[config.mk]
export PLATFORM = sky130hd
export DESIGN_NAME = spk_ctr_round_cell
export DESIGN_NICKNAME = d
export VERILOG_FILES = /design/src/design/speck64_128_ctr_keystream_xor_macros.svh /design/src/design/spk_ctr_pkg.sv /design/src/design/spk_ctr_round_cell.sv
export SDC_FILE = /design/constraint.sdc
export NUM_CORES = 1
export LEC_CHECK = 0
export BUFFER_PORTS_ARGS = -buffer_cell sky130_fd_sc_hd__clkbuf_2
export CAP_MARGIN = 30
export CORE_AREA = 3 3 205 207
export DETAILED_ROUTE_END_ITERATION = 12
export DIE_AREA = 0 0 208 210
export GPL_TIMING_DRIVEN = 0
export PLACE_DENSITY_LB_ADDON = 0.25
export SYNTH_ARGS = -nofsm -noshare
export SYNTH_HDL_FRONTEND = slang
export SYNTH_SLANG_ARGS = --single-unit
[constraint.sdc]
create_clock -name clk_i -period 1.89 [get_ports clk_i]
set_clock_uncertainty 0.15 [all_clocks]
set_input_delay 0.378 -clock clk_i [delete_from_list [all_inputs] [get_ports clk_i]]
set_output_delay 0.378 -clock clk_i [all_outputs]
set_load 0.02 [all_outputs]
[src/design/speck64_128_ctr_keystream_xor_macros.svh]
// assertion helpers, clocked on clk_i, disabled in reset
`ifndef SPECK64_128_CTR_KEYSTREAM_XOR_MACROS_SVH
`define SPECK64_128_CTR_KEYSTREAM_XOR_MACROS_SVH

`define SPK_ASSERT_SAME(label, ante, cons) \
  label: assert property (@(posedge clk_i) disable iff (!rst_ni) (ante) |-> (cons)) \
    else $error("speck ctr assertion failed");

`define SPK_ASSERT_NEXT(label, ante, cons) \
  label: assert property (@(posedge clk_i) disable iff (!rst_ni) (ante) |=> (cons)) \
    else $error("speck ctr assertion failed");

`endif

[src/design/spk_ctr_pkg.sv]
package spk_ctr_pkg;

  localparam int unsigned WordW = 32;
  localparam int unsigned BlkW  = 64;
  localparam int unsigned CntW  = 4;
  localparam int unsigned RndW  = 5;

  localparam logic [CntW-1:0] FullCnt = 4'd8;

  localparam logic [1:0] RegKeyLow   = 2'd0;
  localparam logic [1:0] RegKeyHigh  = 2'd1;
  localparam logic [1:0] RegNonce    = 2'd2;

  typedef struct packed {
    logic [WordW-1:0] x;
    logic [WordW-1:0] y;
    logic [WordW-1:0] rk;
    logic [WordW-1:0] l0;
    logic [WordW-1:0] l1;
    logic [WordW-1:0] l2;
    logic [RndW-1:0]  rnd;
    logic [BlkW-1:0]  data;
    logic [CntW-1:0]  cnt;
  } stage_t;

  function automatic logic [BlkW-1:0] byte_mask(input logic [CntW-1:0] cnt);
    logic [BlkW-1:0] m;
    m = '0;
    for (int b = 0; b < 8; b++) begin
      if (cnt > CntW'(b)) m[b*8 +: 8] = 8'hff;
    end
    return m;
  endfunction

endpackage

[src/design/spk_ctr_round_cell.sv]
module spk_ctr_round_cell (
  input  logic                clk_i,
  input  logic                rst_ni,
  input  logic                en_i,
  input  logic                valid_i,
  input  spk_ctr_pkg::stage_t stage_i,
  output logic                valid_o,
  output spk_ctr_pkg::stage_t stage_o
);
  import spk_ctr_pkg::*;

  logic   valid_q;
  stage_t stage_q;
  stage_t stage_d;

  logic [WordW-1:0] x_new;
  logic [WordW-1:0] l_new;

  always_comb begin
    x_new = ({stage_i.x[7:0], stage_i.x[WordW-1:8]} + stage_i.y) ^ stage_i.rk;
    l_new = ({stage_i.l0[7:0], stage_i.l0[WordW-1:8]} + stage_i.rk)
            ^ {{(WordW-RndW){1'b0}}, stage_i.rnd};
    stage_d      = stage_i;
    stage_d.x    = x_new;
    stage_d.y    = {stage_i.y[WordW-4:0], stage_i.y[WordW-1:WordW-3]} ^ x_new;
    stage_d.rk   = {stage_i.rk[WordW-4:0], stage_i.rk[WordW-1:WordW-3]} ^ l_new;
    stage_d.l0   = stage_i.l1;
    stage_d.l1   = stage_i.l2;
    stage_d.l2   = l_new;
    stage_d.rnd  = stage_i.rnd + RndW'(1);
  end

  always_ff @(posedge clk_i or negedge rst_ni) begin
    if (!rst_ni) begin
      valid_q <= 1'b0;
    end else if (en_i) begin
      valid_q <= valid_i;
    end
  end

  always_ff @(posedge clk_i) begin
    if (en_i && valid_i) begin
      stage_q <= stage_d;
    end
  end

  assign valid_o = valid_q;
  assign stage_o = stage_q;

endmodule

==> out/metrics.cfg <==
[run_status]
status=finished, violations left
violations=negative setup slack

[placement]
gp_congestion=0.845
pre_cts_ws_ns=-1.57
placedCellCount=1906
place_hpwl_mm=36.1
io_buffers=534

[critical_path]
arrival_ns=2.64
rr_endpoint=valid_o$_DFFE_PN0P_
reg2reg_depth=2
critical-path-top-delay-family=compound AO/OA/AOI/OAI gates
r2r-start=valid_o$_DFFE_PN0P_
slowest_delay_ns=0.42
startpoint_type=primary input
r2r_slack_ns=0.44
critPathBufInv=1
critPathMaxFanout=3
cp.required_ns=2.06
slowest_stage=o211ai_1
worst-path-stages=10
path_class=in -> reg
end_kind=flop
crit_chain=clkbuf_8 -> ha_4 -> o211ai_1 -> a21oi_2 -> a2111oi_4 -> nor3_4 -> nand2_2 -> a31oi_4 -> a221oi_4 -> xnor3_1

[floorplanning]
die-area_um2=43700
rows=74
die_h_um=210
ios=535
initial_core_util_pct=30.5
core_um2=40600
die_w_um=208

[grt]
antenna_found_initial=13
track_usage_pct=20.7
grt_pass1_vias=10800
grt_pass1_wl_mm=68.4
grt-ovfl-total=0
grt_max_degree=72

[synth]
synth.net_count=1170
ys_seq_area_share_pct=64.6
synth_flop_cell=edfxtp_1
synth_seq_cells=266
synth.largest_area_cell=edfxtp_1
synth_area_leaders=edfxtp_1 (64%), ha_1 (6.4%), xor2_1 (6.4%)
synthCells=836
syn_area_um2=12300
synth_common_cells=edfxtp_1 (265), xor2_1 (90), xnor2_1 (70), ha_1 (63), a21oi_1 (58)
avgSynthCellArea_um2=14.8
yosys_warnings=0
synth.distinct_cells=65
yosysMostFrequentCell=edfxtp_1
synth_top_area_share_pct=64.4
async_reset_ff_share_pct=0.376
synth_edf_count=265

[power]
swShare_pct=29.6
ir_drop_mv=0.637
pwr-share-comb_pct=28.1
clkPwrFrac_pct=32.6
pwr-share-seq_pct=39.3
internal_power_w=0.0134
p_per_area_nw_per_um2=905
leakagePower_nw=8.73
finalPower_w=0.0190
power_switching_w=0.00560

[timing]
min_period_ns=2.48
max_freq_mhz=404
rsz0062_at_grt=yes
finalCritPeriodShare_pct=131
max_slew_margin_pct=51.4
hold_viol=0
setup_violations=84
report.final.slew_viol_count=0
worst_hold_slack_ns=0.0184
finalWorstSetupSlack_ns=-0.585
tightest_slew_ns=0.729

[routing]
drt_wl_total_mm=47.6
drc=0
vias=10300
drt_pass1_iterations=5
wire_per_inst_um=21.6
drt_iter0_markers=400
ant_nets=0
via_per_inst=4.66

[run]
maxCapViolCount=0

[clock_network]
root_buffer=clkbuf_16
cts_made_buffers=31
cts.sinks=266
cts_tree=built
clock_latency_ns=0.57
cts_max_level=1
clkTransAtPathRegs_ns=0.06
clk_path_buf_depth=3

[min_path]
worstHoldPathCells=2
hold_start=stage_i[174]
hold_end=stage_o[177]$_DFFE_PP_
hold_class=in -> reg

[finish]
fill_cells=3455
multi_input_area_um2=5900
fin_nets=1977
synthToLayoutAreaGrowth_pct=69.6
seq_area_um2=7980
drive_gt1_share_pct=51.8
fin_cells=2207
final_util_pct=51.7

==> power groups by stage <==
stage	clock network [W]	logic [W]	registers, W
2_1_floorplan	0	0.00176	0.00830
3_3_place_gp	0	0.00397	0.00758
3_5_place_dp	0	0.00403	0.00757
4_1_cts	0.00636	0.00495	0.00745
5_1_grt	0.00661	0.00567	0.00750
6_report	0.00618	0.00532	0.00745
==> routing by layer <==
layer	up-vias	global-route usage (%)	part of all wire (%)
li1	4802	-	-
met1	4923	22.4	35
met2	435	36.6	51
met3	119	5.77	7.2
met4	10	11.8	6.3
met5	-	0	0.15
==> cell families after synthesis <==
kind of cell / after synthesis / synth area share (%)
flops: 266 / 64.6
compound gates: 186 / 10.2
xor+xnor: 168 / 12.7
simple gates: 122 / 4.78
fa+ha+maj: 65 / 6.71
buf+inv: 28 / 0.902
mux: 1 / 0.0912
==> stage by stage <==
| step | TNS (ns) | cell area [um^2] |
|---|---|---|
| 2_1_floorplan | -285.47 | 12800 |
| 3_3_place_gp | -577.43 | 16200 |
| 3_5_place_dp | -152.99 | 16300 |
| 4_1_cts | -19.16 | 20200 |
| 5_1_grt | -29.72 | 20900 |
| 6_report | -26.37 | 20900 |
==> state kept, by name, summed over array words and instances, names as in the netlist <==
signal	count
stage_o	265
valid_o	1
==> worst reg2reg max path: stages, from the launching register on <==
cell	delay, ns
dfrtp_1	0.38
mux2_2	0.26
dlygate4sd3_1	0.55
==> worst max path at each step <==
| stage | start | end |
|---|---|---|
| after floorplan | en_i | stage_o[0]$_DFFE_PP_ |
| after global placement | en_i | stage_o[85]$_DFFE_PP_ |
| after detailed placement | stage_i[169] | stage_o[193]$_DFFE_PP_ |
| after CTS | stage_i[175] | stage_o[200]$_DFFE_PP_ |
| after global routing | stage_i[241] | stage_o[229]$_DFFE_PP_ |
| final | stage_i[173] | stage_o[200]$_DFFE_PP_ |
==> cells in the final DEF (no fill, tap or decap), types with 32 or more instances in the layout <==
| cell type | instances |
|---|---|
| nand2_1 | 32 |
| clkbuf_2 | 519 |
| a21oi_1 | 32 |
| clkbuf_16 | 33 |
| buf_6 | 35 |
| xor2_1 | 82 |
| xnor2_1 | 43 |
| buf_4 | 50 |
| dlygate4sd3_1 | 160 |
| edfxtp_1 | 265 |
==> layout make-up <==
cell class | count | area share [%]
well taps | 532 | 3.18
flip-flops and latches | 266 | 38.1
clock buffers | 37 | 3.81
clock inverters | 20 | 1.17
repair buffers | 775 | 24.8
inverters | 17 | 0.305
diodes | 8 | 0.0956
multi-input cells | 542 | 28.2
plain buffers | 10 | 0.358
==> timing repair <==
item,in CTS,in global routing
resized for setup,160,93
hold buffers,160,0
setup endpoints to repair,81,82
endpoints found under the hold margin,158,0
setup buffers,44,37
pin swaps,67,67
Power figures use the tool's default switching activity.
